--- src/design/svd_pkg.sv ---
package svd_pkg;

  // Fixed field widths of the item channels.
  localparam int unsigned ByteW   = 8;
  localparam int unsigned LenW    = 24;
  localparam int unsigned VecNumW = 16;
  localparam int unsigned OffsetW = 25;
  localparam int unsigned KindW   = 3;
  localparam int unsigned HdrIdxW = 3;

  // Default width of the stored sample count.
  localparam int unsigned CountBitsDefault = 24;

  // Register map: one register per 32-bit word.
  localparam int unsigned AddrW   = 3;
  localparam int unsigned DataW   = 32;
  localparam logic [0:0]  RegCapacity = 1'b0;

  localparam logic [LenW-1:0] CapacityReset = 24'hFFFFFF;

  // Framing bytes.
  localparam logic [ByteW-1:0] SyncFirst    = 8'h55;
  localparam logic [ByteW-1:0] SyncSecond   = 8'hAA;
  localparam logic [ByteW-1:0] LastFlag     = 8'hFF;
  localparam logic [ByteW-1:0] TrailFirst   = 8'hAE;
  localparam logic [ByteW-1:0] TrailSecond  = 8'hEA;

  // Index of the flag byte, the last of the six header bytes.
  localparam logic [HdrIdxW-1:0] HdrLast = 3'd5;

  typedef enum logic [2:0] {
    PH_HUNT    = 3'd0,
    PH_HEADER  = 3'd1,
    PH_DATA    = 3'd2,
    PH_TRAILER = 3'd3,
    PH_DONE    = 3'd4
  } phase_t;

  typedef enum logic [KindW-1:0] {
    K_NONE     = 3'd0,
    K_DATA     = 3'd1,
    K_READY    = 3'd2,
    K_FINISHED = 3'd3,
    K_IDLE     = 3'd4,
    K_DROP     = 3'd5
  } kind_t;

  typedef struct packed {
    kind_t              kind;
    logic [ByteW-1:0]   data_byte;
    logic [OffsetW-1:0] byte_offset;
    logic [LenW-1:0]    vector_length;
    logic [VecNumW-1:0] vector_number;
    logic               last_vector;
  } result_t;

endpackage

--- src/design/sample_vector_deframer_top.sv ---
// A result item is registered in the output register when its input item is accepted,
// or in the one-entry skid buffer while the output stalls. Throughput: one item per cycle
// while in_ready is high; the whole state update is a single pass of logic. While a result
// waits, one more item goes into the skid buffer; then in_ready stays low until it empties.
// Reset (rst, synchronous, active high) returns the deframer to hunting for sync,
// clears the header and counters, empties the output stages and sets capacity to its maximum.
module sample_vector_deframer_top #(
  parameter int unsigned COUNT_BITS = svd_pkg::CountBitsDefault
) (
  input  logic                         clk,
  input  logic                         rst,
  // Input item channel.
  input  logic                         in_valid,
  output logic                         in_ready,
  input  logic                         action,
  input  logic [svd_pkg::ByteW-1:0]    rx_byte,
  // Result item channel.
  output logic                         out_valid,
  input  logic                         out_ready,
  output logic [svd_pkg::KindW-1:0]    kind,
  output logic [svd_pkg::ByteW-1:0]    data_byte,
  output logic [svd_pkg::OffsetW-1:0]  byte_offset,
  output logic [svd_pkg::LenW-1:0]     vector_length,
  output logic [svd_pkg::VecNumW-1:0]  vector_number,
  output logic                         last_vector,
  // Configuration port.
  input  logic                         psel,
  input  logic                         penable,
  input  logic                         pwrite,
  input  logic [svd_pkg::AddrW-1:0]    paddr,
  input  logic [svd_pkg::DataW-1:0]    pwdata,
  output logic [svd_pkg::DataW-1:0]    prdata,
  output logic                         pready
);

  // Configuration register.
  logic [svd_pkg::LenW-1:0] capacity;

  // Deframer state.
  svd_pkg::phase_t                 phase, phase_next;
  logic [svd_pkg::ByteW-1:0]       previous_byte, previous_byte_next;
  logic [svd_pkg::HdrIdxW-1:0]     header_index, header_index_next;
  logic [COUNT_BITS-1:0]           sample_count, sample_count_next;
  logic [svd_pkg::VecNumW-1:0]     vector_id, vector_id_next;
  logic                            final_flag, final_flag_next;
  logic [svd_pkg::OffsetW-1:0]     data_index, data_index_next;

  // Output register and skid buffer.
  svd_pkg::result_t result, result_next;
  svd_pkg::result_t out_reg, skid_reg;
  logic             skid_valid;

  logic accept;
  logic cfg_write;

  // Helpers for the data phase.
  logic [svd_pkg::LenW-1:0]    count_full;
  logic [svd_pkg::OffsetW-1:0] index_inc;
  logic [svd_pkg::OffsetW-1:0] cap_bytes;
  logic [svd_pkg::OffsetW-1:0] len_bytes;
  logic                        keep_prev;

  assign in_ready  = !skid_valid;
  assign accept    = in_valid && in_ready;
  assign pready    = 1'b1;
  assign cfg_write = psel && penable && pwrite && pready;

  // Register read mux.
  always_comb begin
    prdata = '0;
    if (paddr[svd_pkg::AddrW-1] == svd_pkg::RegCapacity) begin
      prdata = svd_pkg::DataW'(capacity);
    end
  end

  // Capacity register write.
  always_ff @(posedge clk) begin
    if (rst) begin
      capacity <= svd_pkg::CapacityReset;
    end else if (cfg_write && paddr[svd_pkg::AddrW-1] == svd_pkg::RegCapacity) begin
      capacity <= pwdata[svd_pkg::LenW-1:0];
    end
  end

  assign count_full = svd_pkg::LenW'(sample_count);
  assign index_inc  = data_index + 1'b1;
  assign cap_bytes  = {capacity, 1'b0};
  assign len_bytes  = {count_full, 1'b0};

  // Next state and result for one input item.
  always_comb begin
    logic [svd_pkg::LenW-1:0] count_new;
    count_new          = count_full;
    phase_next         = phase;
    previous_byte_next = previous_byte;
    header_index_next  = header_index;
    vector_id_next     = vector_id;
    final_flag_next    = final_flag;
    data_index_next    = data_index;
    keep_prev          = 1'b0;
    result_next        = '0;
    result_next.kind   = svd_pkg::K_NONE;

    if (action) begin
      // Arm: restart the hunt, previous byte is kept.
      phase_next = svd_pkg::PH_HUNT;
      keep_prev  = 1'b1;
    end else begin
      unique case (phase)
        svd_pkg::PH_HUNT: begin
          if (previous_byte == svd_pkg::SyncFirst && rx_byte == svd_pkg::SyncSecond) begin
            phase_next        = svd_pkg::PH_HEADER;
            header_index_next = '0;
            keep_prev         = 1'b1;
          end
        end
        svd_pkg::PH_HEADER: begin
          // Little-endian count and vector number, then the flag byte.
          case (header_index)
            3'd0:    count_new[7:0]      = rx_byte;
            3'd1:    count_new[15:8]     = rx_byte;
            3'd2:    count_new[23:16]    = rx_byte;
            3'd3:    vector_id_next[7:0]  = rx_byte;
            3'd4:    vector_id_next[15:8] = rx_byte;
            default: final_flag_next     = (rx_byte == svd_pkg::LastFlag);
          endcase
          if (header_index >= svd_pkg::HdrLast) begin
            header_index_next = '0;
            data_index_next   = '0;
            phase_next        = svd_pkg::PH_DATA;
            keep_prev         = 1'b1;
          end else begin
            header_index_next = header_index + 1'b1;
          end
        end
        svd_pkg::PH_DATA: begin
          result_next.data_byte   = rx_byte;
          result_next.byte_offset = data_index;
          result_next.kind = (data_index < cap_bytes) ? svd_pkg::K_DATA : svd_pkg::K_DROP;
          data_index_next  = index_inc;
          // A zero count still ends after one byte.
          if (index_inc >= len_bytes) begin
            phase_next = svd_pkg::PH_TRAILER;
          end
        end
        svd_pkg::PH_TRAILER: begin
          if (previous_byte == svd_pkg::TrailFirst && rx_byte == svd_pkg::TrailSecond) begin
            keep_prev = 1'b1;
            if (final_flag) begin
              result_next.kind = svd_pkg::K_FINISHED;
              phase_next       = svd_pkg::PH_DONE;
            end else begin
              result_next.kind = svd_pkg::K_READY;
              phase_next       = svd_pkg::PH_HUNT;
            end
          end
        end
        default: begin
          // Recording finished: report idle and change nothing.
          result_next.kind = svd_pkg::K_IDLE;
          phase_next       = svd_pkg::PH_DONE;
          keep_prev        = 1'b1;
        end
      endcase
      if (!keep_prev) begin
        previous_byte_next = rx_byte;
      end
    end

    sample_count_next         = count_new[COUNT_BITS-1:0];
    result_next.vector_length = svd_pkg::LenW'(sample_count_next);
    result_next.vector_number = vector_id_next;
    result_next.last_vector   = final_flag_next;
  end

  assign result = result_next;

  // Deframer state registers.
  always_ff @(posedge clk) begin
    if (rst) begin
      phase         <= svd_pkg::PH_HUNT;
      previous_byte <= '0;
      header_index  <= '0;
      sample_count  <= '0;
      vector_id     <= '0;
      final_flag    <= 1'b0;
      data_index    <= '0;
    end else if (accept) begin
      phase         <= phase_next;
      previous_byte <= previous_byte_next;
      header_index  <= header_index_next;
      sample_count  <= sample_count_next;
      vector_id     <= vector_id_next;
      final_flag    <= final_flag_next;
      data_index    <= data_index_next;
    end
  end

  // Output register with a one-entry skid buffer behind it.
  always_ff @(posedge clk) begin
    if (rst) begin
      out_valid  <= 1'b0;
      skid_valid <= 1'b0;
    end else if (!out_valid || out_ready) begin
      if (skid_valid) begin
        out_valid  <= 1'b1;
        skid_valid <= 1'b0;
      end else begin
        out_valid <= accept;
      end
    end else if (accept) begin
      skid_valid <= 1'b1;
    end
  end

  // Payload of the output stages.
  always_ff @(posedge clk) begin
    if (!out_valid || out_ready) begin
      if (skid_valid) begin
        out_reg <= skid_reg;
      end else if (accept) begin
        out_reg <= result;
      end
    end else if (accept) begin
      skid_reg <= result;
    end
  end

  assign kind          = out_reg.kind;
  assign data_byte     = out_reg.data_byte;
  assign byte_offset   = out_reg.byte_offset;
  assign vector_length = out_reg.vector_length;
  assign vector_number = out_reg.vector_number;
  assign last_vector   = out_reg.last_vector;

endmodule
--- config.mk ---
export PLATFORM = sky130hd
export DESIGN_NAME = sample_vector_deframer_top
export DESIGN_NICKNAME = d
export VERILOG_FILES = /design/src/design/svd_pkg.sv /design/src/design/sample_vector_deframer_top.sv
export SDC_FILE = /design/constraint.sdc
export NUM_CORES = 1
export LEC_CHECK = 0
export ABC_CLOCK_PERIOD_IN_PS = 8200
export BUFFER_PORTS_ARGS = -buffer_cell sky130_fd_sc_hd__buf_2
export CORE_MARGIN = 2
export CORE_UTILIZATION = 45
export CTS_CLUSTER_SIZE = 12
export DETAILED_ROUTE_END_ITERATION = 8
export PLACE_DENSITY = 0.76
export SYNTH_ARGS = -nofsm -noshare
export SYNTH_HDL_FRONTEND = slang
export SYNTH_SLANG_ARGS = --single-unit
--- constraint.sdc ---
create_clock -name clk -period 8.2 [get_ports clk]
set_clock_uncertainty 0.05 [all_clocks]
set_input_delay 1.64 -clock clk [delete_from_list [all_inputs] [get_ports clk]]
set_output_delay 1.64 -clock clk [all_outputs]
set_load 0.01 [all_outputs]
* Word-level counts from Yosys, hierarchy flattened
Index checks and enable logic that the tools add are counted.
** Word-level totals
- Bits in registers :: 260
- Bits of input ports :: 51
- Output and inout bits :: 112
- Logic and storage cells :: 111
** Operators by class
- Add/sub/neg operators :: 2
- $lt $le $gt $ge :: 3
- Eq/ne operators :: 18
- Mux-type cells :: 39
- Bitwise gates (word level) :: 4
- Reductions and logical operators :: 23
** Operators by type and width (number)
- two-way mux 77 bit :: 2
- two-way mux 24 bit :: 3
- one-hot mux 25 bit (2 select lines) :: 1
- two-way mux 8 bit :: 5
- two-way mux 36 bit :: 1
- two-way mux 33 bit :: 1
- equality test 8 bit, second input constant :: 4
- two-way mux 16 bit :: 2
- two-way mux 3 bit :: 10
- adder 25 x 1 -> 25 bit, second input constant :: 1
- greater-or-equal comparator 25 bit :: 1
- < comparator 25 bit :: 1
- two-way mux 25 bit :: 1
- equality test 3 x 2 -> 1 bit, second input constant :: 4
- != test 3 bit, second input constant :: 4
- one-hot mux 3 bit (4 select lines) :: 1
- two-way mux 1 bit :: 9
- one-hot mux 3 bit (3 select lines) :: 1
- equality test 8 x 7 -> 1 bit, second input constant :: 1
- AND reduction 4 bit :: 2
- equality test 3 x 1 -> 1 bit, second input constant :: 2
- logical AND 1 bit :: 6
- zero test 3 bit :: 2
- one-hot mux 3 bit (2 select lines) :: 1
- 14 further kinds :: 23

* Logic depth before layout (Yosys ltp)
Gate-level depths: netlist of the first run.
- Depth after elaboration :: 7
- Gate-level depth with buffers :: 14
- Gate-level depth less buffers :: 12

* Worst setup path before layout of the first run
OpenSTA, ideal clock, no wires.
- Kind :: input to register
- Start point :: in out_ready
- End point :: reg skid_reg[0] (netlist name) (enable)
- Setup time :: 513 ps
- Arrival time :: 5055 ps
- Data required time :: 7637 ps
- Path slack :: 2582 ps
- Stages on the path :: 2
- Buffers on the path :: 0
- Cells stage by stage :: nand2b_1 -> nor2_1
** Between the ends
- Longest elaborated chain between the ends :: 3
** RTL lines
- start, declared :: RTL line sample_vector_deframer_top.sv:19 : input logic out_ready,
- logical OR 1 bit :: RTL line sample_vector_deframer_top.sv:218 : if (!out_valid || out_ready) begin
- NOT 1 bit (no line)
- AND reduction 2 bit (no line)
- end signal, assigned :: RTL line sample_vector_deframer_top.sv:225 : skid_reg <= result;
- end, declared :: RTL line sample_vector_deframer_top.sv:50 : svd_pkg::result_t out_reg, skid_reg;
No other way between the ends.
A chain may end at the register's enable or synchronous reset.

* Worst setup path in the final report of the first run
- Start point :: in paddr[2] (netlist name)
- End point :: out prdata[8] (netlist name)
** Between the ends
- Longest elaborated chain between the ends :: 1
** RTL lines
- start, declared :: RTL line sample_vector_deframer_top.sv:30 : input logic [svd_pkg::AddrW-1:0] paddr,
- two-way mux 24 bit :: RTL line sample_vector_deframer_top.sv:71 : if (paddr[svd_pkg::AddrW-1] == svd_pkg::RegCapacity) begin
- end, declared :: RTL line sample_vector_deframer_top.sv:32 : output logic [svd_pkg::DataW-1:0] prdata,
No other way between the ends.

==> out/metrics.yaml, run 1 <==
cts_root_buf: "clkbuf_16"
grt_overflow: 0
initial_core_util_pct: 45.56
top_layer: "met4"
pwr-share-clk_pct: 42.7
drc: 0
grtUsageTotal_pct: 18.36
crit_family: "buffers and inverters"
vdd_drop_max_v: 0.0001537
grt_max_degree: 84
clock_latency_ns: 0.54
yosys.area_share.simple_pct: 11.85
ff_latch_area_sq_um: 6746
multiInputGateArea_sq_um: 5007
dieArea_sq_um: 28460
power_switching_uw: 594.9
finalNonFillerCells: 1529
cp_slowest_stage_delay_ns: 0.33
post_cts_buffers: 0
port_buffers: 143
antenna_found_initial: 1
status: "finished clean"
comb_power_share_pct: 5.1
cts.clk_slew.worst_paths_ns: 0.06
synthMuxAreaShare_pct: 14.82
synthTopCellsByArea: "edfxtp_1 38%, dfxtp_1 17%, mux2_2 11%, ha_1 5.4%, mux2i_1 3.9%"
grt_pass1_vias: 8089
post_cts_resized: 0
row_count: 60
worstSetupPathType: "in -> out"
hold_buffers: 0
crit_top_cell: "buf_2"
critPathLaunch: "paddr[2]"
yosysTopAreaCellShare_pct: 37.88
nets: 1270
cp_num_buf_inv: 2
clockBufferDepth: 3
fin_ws_ns: 4.290
sw_frac_of_total_pct: 21.78
vias_per_cell: 5.466
synth_area_sq_um: 12210
first_iter_violations: 697
gp_congestion: 0.8593
max_freq_mhz: 255.7
io_pins: 163
seq_area_frac_synth_pct: 55.26
start_kind: "input port"
ys_ff_latch: 260
p_leak_uw: 0.006134
hold_depth: 2
worstPathArrival_ns: 2.22
wl_per_cell_microns: 17.54
fp.dieH_microns: 168.7
synth-compound-area-share_pct: 6.825
reg2reg_depth: 12
clock-sinks: 260
ant_nets: 0
fp.coreArea_sq_um: 26800
seqPwrFrac_pct: 52.2
dp_slack_ns: 4.233
min_from: "previous_byte[2]"
worstPathMaxFanout: 25
hold_viol: 0
cts_tree: "done"
die_x_microns: 168.7
wl_met1_microns: 11870
yosysTopAreaCell: "edfxtp_1"
fin_setup_tns_ns: 0
synthArstFlopShare_pct: 0
required_ns: 6.51
totalWireLength_microns: 26820
dp_hpwl_microns: 17980
yosysUniqueCellTypes: 58
maxSlewViolCount: 0
p_per_area_nw_per_um2: 194.9
path_cells: "buf_2 > nor2_1 > buf_2"
cap_violations: 0
maxSlewHeadroom_pct: 18.91
period_needed_ns: 3.910
setup-violations-final: 0
slowest_stage: "buf_2"
dr_wl_met2_microns: 12510
grt_pass1_wl_microns: 42330
drtPass1Iterations: 5
area_growth_pct: 14.80
largest_reg_flops: 77
synth_edf_count: 154
period_share_pct: 47.69
hold_path.class: "reg -> reg"
cts_buffers: 27
cp.depth: 3
synth_ff_type: "edfxtp_1"
end_kind: "output port"
synthXorXnorAreaFrac_pct: 1.650
via_count: 8357
synthCells: 1045
syn_area_per_cell_sq_um: 11.68
synth_fa_ha_area_share_pct: 5.431
internal_power_uw: 2136
r2r-start: "data_index[0]"
h-tree-depth: 1
wl_met3_microns: 1667
worstMarginPinSlew_ns: 1.208
drive_gt1_share_pct: 26.45
rsz0062_at_grt: "no"
yosysWarnings: 0
fillCellCount: 2300
synth_top_family_by_area: "multiplexers"
place_inst: 1478
-- cell families after synthesis --
logic type / count (synthesis)
simple gates: 296
fa+ha+maj: 53
mux: 166
xor+xnor: 23
compound gates: 122
buf+inv: 123
flops: 260
other cells: 2
-- stage by stage --
step / hold slack, ns / utilization (%) / total power [uW] / area (sq um)
finish: 0.4396 / 52.30 / 2731 / 14020
global route: 0.4737 / 52.30 / 2817 / 14020
CTS: 0.4478 / 52.29 / 2755 / 14010
detailed placement: 0.4320 / 49.14 / 1594 / 13170
global placement: 0.4162 / 49.14 / 1591 / 13170
floorplan: 0.4012 / - / 1537 / 12240
-- routing by layer --
metal	track usage, %	vias to the layer above
met5	0	-
met4	6.784	0
met3	3.484	60
met2	30.01	230
met1	24.39	4053
li1	-	4014
-- power by group through the flow --
stage	Clock (uW)	Sequential [uW]	Combinational (uW)
2_1_floorplan	0	1470	68.6
3_3_place_gp	0	1450	138
3_5_place_dp	0	1450	140
4_1_cts	1190	1430	140
5_1_grt	1240	1430	151
6_report	1170	1430	138
-- cell usage after synthesis, types with 2 or more instances --
master	n
o211ai_1	26
o211a_1	2
nor2b_1	3
a22oi_1	12
nand2_1	52
nand4_1	17
nand3_1	17
or3_1	5
a311oi_1	2
or4bb_1	2
o21a_1	6
edfxtp_1	154
a2bb2oi_1	2
a211oi_4	2
nor3_1	10
clkbuf_1	52
or4b_1	2
nor3_2	2
dfxtp_1	106
and4_1	6
nor3b_1	2
nor4_1	3
buf_2	5
inv_1	55
a21oi_1	29
nand2b_1	4
and3_1	39
xor2_1	8
mux2i_1	48
ha_1	53
and2_1	7
a2111oi_0	3
mux2_2	115
a31oi_1	4
buf_4	9
conb_1	2
a211oi_1	5
xnor2_1	15
mux2_1	3
nor2_1	119
o21ai_0	20
-- cell type report --
class / instances / area share, %
diodes: 1 / 0.01785
clock buffers: 46 / 5.829
clock inverters: 4 / 0.1875
inverters: 57 / 1.527
multi-input cells: 669 / 35.73
flip-flops and latches: 260 / 48.13
well taps: 341 / 3.044
repair buffers: 151 / 5.535
-- tightest hold or removal path: cells and delay by family, from the launching register on --
family	cells	cell delay, ns
multiplexers	1	0.06
flip-flops	1	0.32
AND/OR/NAND/NOR	1	0.08
-- cells in the final DEF (no fill, tap or decap), types with 5 or more instances in the layout --
cell	synthesis	routed
inv_1	55	55
nand2_1	52	52
o21a_1	6	5
and2_1	7	7
xor2_1	8	8
mux2i_1	48	48
buf_4	9	8
nor3_1	10	9
a211oi_1	5	5
mux2_2	115	115
ha_1	53	53
conb_1	2	9
a21oi_1	29	29
edfxtp_1	154	154
clkbuf_1	52	12
and3_1	39	39
or3_1	5	5
dfxtp_1	106	106
a22oi_1	12	12
clkbuf_8	0	7
xnor2_1	15	15
clkbuf_16	0	27
buf_2	5	143
nand3_1	17	17
o211ai_1	26	26
nand4_1	17	17
o21ai_0	20	19
nor2_1	119	118
and4_1	6	6
-- worst paths after layout --
kind | end | slack, ns
worst max-delay path | prdata[8] | 4.29
worst min-delay path | previous_byte[2] | 0.44
worst min register to register | previous_byte[2] | 0.44
worst max register to register | phase[0] | 4.78
Power figures use the tool's default switching activity.
==> inputs of run 2 (changes only) <==
ABC_CLOCK_PERIOD_IN_PS = 3400   (was 8200)
PLACE_DENSITY = 0.78   (was 0.76)
clock period = 3.4 ns   (was 8.2 ns; I/O delays follow)
==> run 2 against run 1 <==
Net effect: clock power up 140%; die area did not move; total power rose by 140%; final area up 0.80%; first-iteration DRC count decreased by 6.2%; combinational power rose to 2.5 times the previous value; worst setup slack lost 4.1 ns; register-to-register slack got worse by 4.6 ns; sequential share of layout area shrank 0.36 points; highest routed layer unchanged.
==> out/metrics.yaml, run 2 (same netlist as run 1, synthesis figures left out) <==
grtUsageTotal_pct: 18.90
stdcell_area_sq_um: 14130
vias_per_cell: 5.475
clock_latency_ns: 0.55
row_count: 60
postPlaceCellArea_sq_um: 13290
end_kind: "flop"
worstMarginPinSlew_ns: 0.7508
initial_core_util_pct: 45.56
vdd_drop_max_v: 0.0003503
fillCellCount: 2284
clockBufferDepth: 3
rsz0062_at_grt: "no"
clock-sinks: 260
start_kind: "flop"
port_buffers: 143
gp_congestion: 0.8749
cts_tree: "done"
hold_buffers: 0
dp_hpwl_microns: 18470
largest_reg_flops: 77
period_needed_ns: 3.199
h-tree-depth: 1
nets: 1284
p_leak_uw: 0.006209
post_cts_resized: 0
grt_max_degree: 78
maxSlewHeadroom_pct: 49.64
totalWireLength_microns: 27600
p_per_area_nw_per_um2: 466.4
final_cell_mix: "154 x edfxtp_1, 143 x buf_2, 117 x nor2_1"
cap_violations: 0
post_cts_buffers: 0
grt_pass1_wl_microns: 43380
multiInputGateArea_sq_um: 5019
cts_root_buf: "clkbuf_16"
period_share_pct: 94.10
via_count: 8442
cts.clk_slew.worst_paths_ns: 0.06
ff_latch_area_sq_um: 6750
drive_gt1_share_pct: 27.23
antenna_found_initial: 0
io_pins: 163
area_growth_pct: 15.72
drtPass1Iterations: 5
drc: 0
setup-violations-final: 0
ant_nets: 0
fin_setup_tns_ns: 0
first_iter_violations: 654
wl_per_cell_microns: 17.90
worstSetupPathType: "reg -> reg"
grt_overflow: 0
final_common_cell: "edfxtp_1"
cts_buffers: 27
hold_viol: 0
required_ns: 3.82
maxSlewViolCount: 0
hold_path.class: "in -> reg"
diodes: 0
fp.dieH_microns: 168.7
status: "finished clean"
grt_pass1_vias: 8184
worstPathMaxFanout: 7
dieArea_sq_um: 28460
worstPathArrival_ns: 3.61
max_freq_mhz: 312.6
fp.coreArea_sq_um: 26800
die_x_microns: 168.7
[run 2: worst max-delay path: stages, from the launching register on]
cell and delay, ns:
dfxtp_1 0.44, ha_1 0.28, and4_1 0.28, and4_1 0.23, and2_1 0.25, nand3_1 0.16
xnor2_1 0.16, ha_1 0.30, nand4_1 0.13, or3_1 0.40, a31oi_1 0.18, o21ai_0 0.11
a21oi_1 0.16
[run 2: final timing paths]
kind                            cells past startpoint  slack [ns]              from                to
worst max-delay path                               12        0.20     data_index[0]          phase[0]
worst max register to register                     12        0.20     data_index[0]          phase[0]
worst min register to register                      2        0.44  previous_byte[2]  previous_byte[2]
worst min-delay path                                3        0.31        pwdata[13]      capacity[13]
[run 2: metal layers]
layer	vias up	share of wire, %	global-route usage (%)
met2	280	46	30.70
met1	4070	45	25.80
met5	-	0	0
li1	4035	-	-
met3	57	5.8	2.455
met4	0	3.2	7.534
[run 2: cell type report]
type,count,share of cell area (%)
Tap cell,341,3.020
Multi-Input combinational cell,669,35.52
Clock inverter,9,0.5491
Sequential cell,260,47.78
Timing Repair Buffer,165,6.323
Clock buffer,41,5.296
Inverter,57,1.514
[run 2: where the power goes]
part	total, uW	switching, uW	internal (uW)
combinational	345	225	120
sequential	3440	25.7	3420
clock	2800	1210	1590
total	6590	1460	5130
[run 2: metrics by stage]
| stage | std cells | utilization [%] | hold WS [ns] | power, uW | worst slack, ns |
|---|---|---|---|---|---|
| after global routing | 1542 | 52.72 | 0.3205 | 6793 | 0.0006071 |
| after global placement | 1492 | 49.58 | 0.4134 | 3848 | 0.3966 |
| final | 1542 | 52.72 | 0.3093 | 6589 | 0.2006 |
| after floorplan | 1052 | - | 0.4012 | 3705 | 0.02816 |
| after CTS | 1542 | 52.66 | 0.3004 | 6643 | 0.1775 |
| after detailed placement | 1492 | 49.58 | 0.4269 | 3855 | 0.3332 |
